File: src/utf8d_pkg.sv
// shared types and constants for the permissive utf-8 decoder
// no dependencies; imported by the front, back and top level

package utf8d_pkg;

  // byte classes worked out by the front end
  typedef enum logic [2:0] {
    CLS_ASCII,
    CLS_CONT,
    CLS_LEAD2,
    CLS_LEAD3,
    CLS_LEAD4
  } cls_t;

  localparam logic [20:0] REPL_CP = 21'h00FFFD;

  localparam int QDEPTH = 2;
  localparam int QPTR_W = $clog2(QDEPTH);
  localparam int QCNT_W = $clog2(QDEPTH + 1);

  // one queued input word
  typedef struct packed {
    logic [7:0] data;
    logic       eot;
    cls_t       cls;
  } qent_t;

  // one byte as held in the back end
  typedef struct packed {
    logic [7:0] data;
    cls_t       cls;
  } bent_t;

  // back end status seen by the top level
  typedef struct packed {
    logic       busy;
    logic [1:0] held_cnt;
  } back_st_t;

  // bytes a sequence needs, counting its lead
  function automatic logic [2:0] seq_len(input cls_t cls);
    logic [2:0] n;
    case (cls)
      CLS_LEAD2: n = 3'd2;
      CLS_LEAD3: n = 3'd3;
      CLS_LEAD4: n = 3'd4;
      default:   n = 3'd1;
    endcase
    return n;
  endfunction

endpackage

File: src/utf8d_front.sv
// front end: takes input words, classifies each byte and queues it
// depends on utf8d_pkg

module utf8d_front
  import utf8d_pkg::*;
(
  input  logic       clk,
  input  logic       rst_n,
  input  logic       in_valid,
  output logic       in_stall,
  input  logic [7:0] in_data_byte,
  input  logic       in_end_of_text,
  output logic       q_valid,
  input  logic       q_pop,
  output qent_t      q_head
);

  function automatic cls_t classify(input logic [7:0] b);
    cls_t c;
    if (b[7] == 1'b0)          c = CLS_ASCII;
    else if (b[6] == 1'b0)     c = CLS_CONT;
    else if (b[5] == 1'b0)     c = CLS_LEAD2;
    else if (b[4] == 1'b0)     c = CLS_LEAD3;
    else                       c = CLS_LEAD4;
    return c;
  endfunction

  qent_t              mem_r [QDEPTH];
  logic [QPTR_W-1:0]  wr_ptr_r, rd_ptr_r;
  logic [QCNT_W-1:0]  cnt_r;
  logic               push;

  assign in_stall = (cnt_r == QCNT_W'(QDEPTH));
  assign push     = in_valid && !in_stall;
  assign q_valid  = (cnt_r != '0);
  assign q_head   = mem_r[rd_ptr_r];

  always_ff @(posedge clk) begin
    if (!rst_n) begin
      wr_ptr_r <= '0;
      rd_ptr_r <= '0;
      cnt_r    <= '0;
    end else begin
      if (push) begin
        wr_ptr_r <= (wr_ptr_r == QPTR_W'(QDEPTH - 1)) ? '0 : wr_ptr_r + 1'b1;
      end
      if (q_pop) begin
        rd_ptr_r <= (rd_ptr_r == QPTR_W'(QDEPTH - 1)) ? '0 : rd_ptr_r + 1'b1;
      end
      if (push && !q_pop) begin
        cnt_r <= cnt_r + 1'b1;
      end else if (!push && q_pop) begin
        cnt_r <= cnt_r - 1'b1;
      end
    end
  end

  always_ff @(posedge clk) begin
    if (push) begin
      mem_r[wr_ptr_r] <= '{data: in_data_byte, eot: in_end_of_text,
                           cls: classify(in_data_byte)};
    end
  end

endmodule

File: src/utf8d_back.sv
// back end: walks held bytes plus the new byte, one result per cycle while out_stall is low
// depends on utf8d_pkg

module utf8d_back
  import utf8d_pkg::*;
(
  input  logic        clk,
  input  logic        rst_n,
  input  logic        q_valid,
  output logic        q_pop,
  input  qent_t       q_head,
  output logic        out_valid,
  input  logic        out_stall,
  output logic [20:0] out_code_point,
  output logic        out_replaced,
  output logic        out_run_last,
  output logic        out_text_done,
  output back_st_t    st
);

  typedef enum logic {ST_IDLE, ST_WALK} state_t;

  state_t      state_r, state_nxt;
  bent_t       buf_r [4];
  bent_t       buf_nxt [4];
  bent_t       held_r [3];
  bent_t       held_nxt [3];
  logic [1:0]  held_cnt_r, held_cnt_nxt;
  logic [2:0]  len_r, len_nxt;
  logic [2:0]  idx_r, idx_nxt;
  logic        fin_r, fin_nxt;
  logic        out_valid_r, out_valid_nxt;
  logic [20:0] out_cp_r, out_cp_nxt;
  logic        out_rep_r, out_rep_nxt;
  logic        out_last_r, out_last_nxt;
  logic        out_done_r, out_done_nxt;

  assign q_pop          = (state_r == ST_IDLE) && q_valid;
  assign out_valid      = out_valid_r;
  assign out_code_point = out_cp_r;
  assign out_replaced   = out_rep_r;
  assign out_run_last   = out_last_r;
  assign out_text_done  = out_done_r;
  assign st             = '{busy: (state_r == ST_WALK), held_cnt: held_cnt_r};

  always_comb begin
    logic [1:0]  ix;
    bent_t       e0, e1, e2, e3, en;
    logic [2:0]  avail, n, adv, nidx, navail;
    logic        c1, c2, c3, emit, hold, cut, last, step, out_free;
    logic [20:0] rcp;
    logic        rrep;

    state_nxt     = state_r;
    buf_nxt       = buf_r;
    held_nxt      = held_r;
    held_cnt_nxt  = held_cnt_r;
    len_nxt       = len_r;
    idx_nxt       = idx_r;
    fin_nxt       = fin_r;
    out_cp_nxt    = out_cp_r;
    out_rep_nxt   = out_rep_r;
    out_last_nxt  = out_last_r;
    out_done_nxt  = out_done_r;
    out_free      = !out_valid_r || !out_stall;
    out_valid_nxt = out_valid_r && out_stall;

    ix    = idx_r[1:0];
    e0    = buf_r[ix];
    e1    = buf_r[ix + 2'd1];
    e2    = buf_r[ix + 2'd2];
    e3    = buf_r[ix + 2'd3];
    avail = len_r - idx_r;
    n     = seq_len(e0.cls);
    c1    = (e1.data[7:6] == 2'b10);
    c2    = (e2.data[7:6] == 2'b10);
    c3    = (e3.data[7:6] == 2'b10);

    emit = 1'b0;
    hold = 1'b0;
    cut  = 1'b0;
    adv  = 3'd1;
    rcp  = REPL_CP;
    rrep = 1'b1;

    unique case (e0.cls) inside
      CLS_ASCII: begin
        emit = 1'b1;
        rcp  = {13'd0, e0.data};
        rrep = 1'b0;
      end
      CLS_CONT: begin
        emit = 1'b1;
      end
      CLS_LEAD2, CLS_LEAD3, CLS_LEAD4: begin
        if (n > avail) begin
          // sequence not complete yet
          if (fin_r) begin
            emit = 1'b1;
            cut  = 1'b1;
          end else begin
            hold = 1'b1;
          end
        end else if (!c1) begin
          emit = 1'b1;
          adv  = 3'd1;
        end else if (n >= 3'd3 && !c2) begin
          emit = 1'b1;
          adv  = 3'd2;
        end else if (n == 3'd4 && !c3) begin
          emit = 1'b1;
          adv  = 3'd3;
        end else begin
          emit = 1'b1;
          adv  = n;
          rrep = 1'b0;
          case (e0.cls)
            CLS_LEAD2: rcp = {10'd0, e0.data[4:0], e1.data[5:0]};
            CLS_LEAD3: rcp = {5'd0, e0.data[3:0], e1.data[5:0], e2.data[5:0]};
            default:   rcp = {e0.data[2:0], e1.data[5:0], e2.data[5:0], e3.data[5:0]};
          endcase
        end
      end
      default: begin
        emit = 1'b1;
      end
    endcase

    // would the byte after this result only be held
    nidx   = idx_r + adv;
    en     = buf_r[nidx[1:0]];
    navail = len_r - nidx;
    last   = cut || (nidx == len_r) || (!fin_r && (seq_len(en.cls) > navail));

    step = (state_r == ST_WALK) && (hold || out_free);

    unique case (state_r)
      ST_IDLE: begin
        if (q_valid) begin
          for (int j = 0; j < 4; j++) begin
            if (2'(j) < held_cnt_r && j < 3) begin
              buf_nxt[j] = held_r[2'(j)];
            end else begin
              buf_nxt[j] = '{data: q_head.data, cls: q_head.cls};
            end
          end
          len_nxt      = {1'b0, held_cnt_r} + 3'd1;
          idx_nxt      = 3'd0;
          fin_nxt      = q_head.eot;
          held_cnt_nxt = 2'd0;
          state_nxt    = ST_WALK;
        end
      end
      ST_WALK: begin
        if (step) begin
          if (hold) begin
            for (int r = 0; r < 3; r++) begin
              held_nxt[r] = buf_r[ix + 2'(r)];
            end
            held_cnt_nxt = avail[1:0];
            state_nxt    = ST_IDLE;
          end else if (emit) begin
            out_valid_nxt = 1'b1;
            out_cp_nxt    = rcp;
            out_rep_nxt   = rrep;
            out_last_nxt  = last;
            out_done_nxt  = last && fin_r;
            idx_nxt       = nidx;
            if (cut || nidx == len_r) begin
              state_nxt = ST_IDLE;
            end
          end
        end
      end
      default: state_nxt = ST_IDLE;
    endcase
  end

  always_ff @(posedge clk) begin
    if (!rst_n) begin
      state_r     <= ST_IDLE;
      held_cnt_r  <= 2'd0;
      out_valid_r <= 1'b0;
    end else begin
      state_r     <= state_nxt;
      held_cnt_r  <= held_cnt_nxt;
      out_valid_r <= out_valid_nxt;
    end
    buf_r      <= buf_nxt;
    held_r     <= held_nxt;
    len_r      <= len_nxt;
    idx_r      <= idx_nxt;
    fin_r      <= fin_nxt;
    out_cp_r   <= out_cp_nxt;
    out_rep_r  <= out_rep_nxt;
    out_last_r <= out_last_nxt;
    out_done_r <= out_done_nxt;
  end

endmodule

File: src/permissive_utf8_decoder.sv
// top level of the permissive utf-8 to code point decoder
// depends on utf8d_pkg, utf8d_front and utf8d_back

// Takes one byte of UTF-8 text per input word, with a flag on the final byte
// of the string, and gives decoded code points. ASCII passes through, stray
// continuation bytes, broken sequences and sequences cut off by the end of
// the string come out as U+FFFD with the replaced flag set; there is no
// overlong or surrogate check, and 0xF8-0xFF count as four-byte leads. A
// byte may give no result (it is held until its sequence completes) or up
// to four. run_last marks the final result a byte causes, text_done the
// final result of the string. The back end takes a byte from the queue
// only while idle, so it is through with one byte before it takes the
// next; it then walks the held bytes plus the new one, making one result a
// cycle while out_stall is low, and goes back to idle when the bytes are
// used up or the rest are left held. A two-word queue between front
// and back keeps input words flowing while a result waits on out_stall.

module permissive_utf8_decoder
  import utf8d_pkg::*;
(
  input  logic        clk,
  input  logic        rst_n,
  input  logic        in_valid,
  output logic        in_stall,
  input  logic [7:0]  in_data_byte,
  input  logic        in_end_of_text,
  output logic        out_valid,
  input  logic        out_stall,
  output logic [20:0] out_code_point,
  output logic        out_replaced,
  output logic        out_run_last,
  output logic        out_text_done
);

  // queue head between the two halves
  logic     q_valid;
  logic     q_pop;
  qent_t    q_head;
  back_st_t back_st;

  // classify and queue incoming words
  utf8d_front u_front (
    .clk            (clk),
    .rst_n          (rst_n),
    .in_valid       (in_valid),
    .in_stall       (in_stall),
    .in_data_byte   (in_data_byte),
    .in_end_of_text (in_end_of_text),
    .q_valid        (q_valid),
    .q_pop          (q_pop),
    .q_head         (q_head)
  );

  // walk held bytes plus the new one, emit results
  utf8d_back u_back (
    .clk            (clk),
    .rst_n          (rst_n),
    .q_valid        (q_valid),
    .q_pop          (q_pop),
    .q_head         (q_head),
    .out_valid      (out_valid),
    .out_stall      (out_stall),
    .out_code_point (out_code_point),
    .out_replaced   (out_replaced),
    .out_run_last   (out_run_last),
    .out_text_done  (out_text_done),
    .st             (back_st)
  );

  // a word leaves the queue only when there is one and the walker is free
  a_pop_ok: assert property (@(posedge clk) disable iff (!rst_n)
    q_pop |-> (q_valid && !back_st.busy))
    else $error("queue popped while empty or while walking");

  // every substitution carries the replacement character
  a_repl_cp: assert property (@(posedge clk) disable iff (!rst_n)
    (out_valid && out_replaced) |-> (out_code_point == REPL_CP))
    else $error("replacement result without U+FFFD");

  // held bytes only sit between words, never while the walker is busy
  a_held_idle: assert property (@(posedge clk) disable iff (!rst_n)
    (back_st.held_cnt != 2'd0) |-> !back_st.busy)
    else $error("bytes held while walking");

  // text_done only ever on the final result of a word
  a_done_last: assert property (@(posedge clk) disable iff (!rst_n)
    (out_valid && out_text_done) |-> out_run_last)
    else $error("text_done on a result that is not the last of its word");

endmodule

File: config.mk
export PLATFORM = sky130hd
export DESIGN_NAME = permissive_utf8_decoder
export DESIGN_NICKNAME = d
export VERILOG_FILES = /design/src/utf8d_pkg.sv /design/src/utf8d_front.sv /design/src/utf8d_back.sv /design/src/permissive_utf8_decoder.sv
export SDC_FILE = /design/constraint.sdc
export NUM_CORES = 1
export LEC_CHECK = 0
export BUFFER_PORTS_ARGS = -buffer_cell sky130_fd_sc_hd__buf_4
export CAP_MARGIN = 20
export CORE_UTILIZATION = 45
export CTS_BUF_LIST = sky130_fd_sc_hd__clkbuf_16
export DETAILED_ROUTE_END_ITERATION = 10
export PLACE_DENSITY_LB_ADDON = 0.2
export SLEW_MARGIN = 30
export SYNTH_ARGS = -nofsm -noshare
export SYNTH_HDL_FRONTEND = slang
export SYNTH_HIERARCHICAL = 1
export SYNTH_SLANG_ARGS = --single-unit
File: constraint.sdc
create_clock -name clk -period 5.7 [get_ports clk]
set_clock_uncertainty 0.1 [all_clocks]
set_input_delay 0.57 -clock clk [delete_from_list [all_inputs] [get_ports clk]]
set_output_delay 0.57 -clock clk [all_outputs]
set_load 0.02 [all_outputs]
==> impl_results.md <==
* Number of nets in the synthesized netlist at roughly 550
* Buffers from clock root to sink, at most at 2
* Worst Max-Slew Pin Slew at 0.7549 ns
* Worst endpoint data arrival time at 5.41 ns
* CTS tree: done
* Wire length after detailed routing at 14,660 µm
* Placer congestion estimate at roughly 0.92
* Effective utilization at floorplan at a little under half
* Total I/O pin count at 39
* CP Class: reg -> reg
* Cell area after synthesis at between 6000 and 7000 µm²
* Total gr overflow at 0
* Headroom to the max-slew limit at roughly 50%
* Max stage delay cell, worst path: sky130_fd_sc_hd__fa_1
* Die Footprint at 14,930 µm²
* Total half-perimeter wirelength after legalization and detailed placement at around 10,000 µm
* Clock Sinks at 119
* Max cap viols at 0
* Area of the core at 13,990 µm²
* Cell type with the highest occurrence count on the critical path: sky130_fd_sc_hd__ha_1
* X dimension of the die at roughly 120 µm
* First DRT Iteration DRCs at 285
* Row count at 43
* Critical path peak fanout at 15
* Clock root buffer: sky130_fd_sc_hd__clkbuf_16
* TritonCTS buffer count at 17
* Final critical-path share of the clock period at 93.89%
* Layout net count at 600
* DIE HEIGHT at approximately 120 µm
* Maximum clock frequency at 0.1869 GHz
* Sort of element at the end of the critical path: flop
* Antenna diodes at 0
* Crit-path leading delay family: adder cells
* Vias in the first global route at 4,163
* Clock latency of the later-clocked register in the worst-skew pair at 0.42 ns
* Final total negative setup slack at 0 ns
* RSZ-0062 raised after global routing: no
* Tightest Hold Check Type: in -> reg
* Via-to-Cell Ratio at 5.712
* Cell-by-cell trace of the critical path: buf_4, mux2_4, mux2i_4, buf_4, nand3_4, clkinv_1, ha_1, nor2_1, a31oi_1, a211oi_4, nand2_1, ha_1, inv_1, fa_1, inv_1, fa_1, ha_1, nor2b_1, o21a_1, o21ai_0, o211ai_1
* Count of synthesis-stage warnings from yosys at 6
* Clock Pin Slew Worst Setup and Hold Paths at 0.06 ns
* CP bufs+invs at 5
* Hold bufs inserted after CTS at 0
* Run status: complete, no violations
* Initial antenna violation count at 0
* Remaining antenna violation count after routing at 0
* Via count at 4,364
* IO Port Bufs at 38
* Element type at the critical path start: flop
* Post CTS Setup Buffer Count at 0
* Slowest cell delay on critical path at 0.48 ns
* Pin count of the biggest net entering global routing at 50
* Max-slew violations at 0
* Total routing usage reported by global routing at 21.23%
* Minimum clock period at 5.352 ns
* Final Hold Violating Endpoints at 0
* Global-route wire length before repair at 22,970 µm
* Area Overhead vs Synth at 16.33%
* Layout cells sized above 1 at 26.37%
* Number of detailed-route iterations in the first pass at 5
* Crit path required time at approximately 5.8 ns
* Number of H-tree levels at 4
* Final routed DRC violation total at 0
* Avg WL per Cell at 19.19 µm
* Gate count after technology mapping at 525
* Post-Synthesis Mean Instance Area at around 12 µm²
* Setup-failing EPs final at 0
[state kept, by name (all words and copies together) (netlist names), named ones only]
name                   flops
u_back/state_r             1
u_back/fin_r               1
u_back/held_r             22
u_back/held_cnt_r          2
u_back/idx_r               3
u_back/out_code_point     21
u_back/out_text_done       1
u_back/out_valid           1
u_back/out_replaced        1
u_front/wr_ptr_r           1
u_back/out_run_last        1
u_back/buf_r              33
u_front/cnt_r              2
u_back/len_r               3
u_front/mem_r             24
u_front/rd_ptr_r           1
[per-stage QoR]
step | area [µm²] | hold slack (ns) | util [%] | std cells | setup WS (ns)
after global routing | 7560 | 0.2198 | 54.04 | 764 | 0.03394
after global placement | 6982 | 0.3753 | 49.91 | 732 | 0.5879
after detailed placement | 6993 | 0.3921 | 49.99 | 732 | 0.3773
after CTS | 7559 | 0.2214 | 54.03 | 764 | 0.3486
after floorplan | 6499 | 0.3638 | - | 525 | 0.3968
final | 7560 | 0.2343 | 54.04 | 764 | 0.3482
[path summary, 6_finish.rpt]
check	startpoint	endpoint	slack, ns	cells after the start
max	u_back/idx_r[0]	u_back/out_run_last	0.35	21
min	in_data_byte[1]	u_front/mem_r[1][5]	0.23	1
min reg2reg	u_back/held_cnt_r[0]	u_back/held_cnt_r[0]	0.39	2
max reg2reg	u_back/idx_r[0]	u_back/out_run_last	0.35	21
[placed cells by master (no fill, tap or decap), types with 9 or more instances in the layout]
cell,instances
sky130_fd_sc_hd__mux2_2,45
sky130_fd_sc_hd__buf_4,49
sky130_fd_sc_hd__nand3_1,9
sky130_fd_sc_hd__mux2i_1,44
sky130_fd_sc_hd__dfxtp_1,9
sky130_fd_sc_hd__a21oi_1,15
sky130_fd_sc_hd__inv_1,29
sky130_fd_sc_hd__ha_1,13
sky130_fd_sc_hd__nor2b_1,15
sky130_fd_sc_hd__o21ai_0,19
sky130_fd_sc_hd__nand2_1,40
sky130_fd_sc_hd__nor2_1,34
sky130_fd_sc_hd__clkbuf_16,17
sky130_fd_sc_hd__edfxtp_1,110
[cell type report]
class / count / area, µm²
Fill cell: 1196 / 6429
Timing Repair Buffer: 49 / 367.9
Inverter: 35 / 136.4
Clock buffer: 17 / 425.4
Sequential cell: 119 / 3483
Clock inverter: 15 / 140.1
Multi-Input combinational cell: 349 / 2781
Tap cell: 180 / 225.2
[timing repair]
item                                    in CTS  in global routing
endpoints found under the hold margin        0                  0
gates resized for setup                      0                  1
endpoints found under the setup margin       0                  1
[per-layer routing]
layer | vias up | GRT usage, % | routed length, µm
met4 | 0 | 9.680 | 370
met5 | - | 0 | 0
li1 | 2055 | - | -
met1 | 2163 | 29.28 | 6884
met3 | 26 | 4.728 | 747
met2 | 120 | 31.85 | 6660
Power is not shown: default switching activity piles up to over one toggle a cycle in this logic, so the estimate is an artifact.
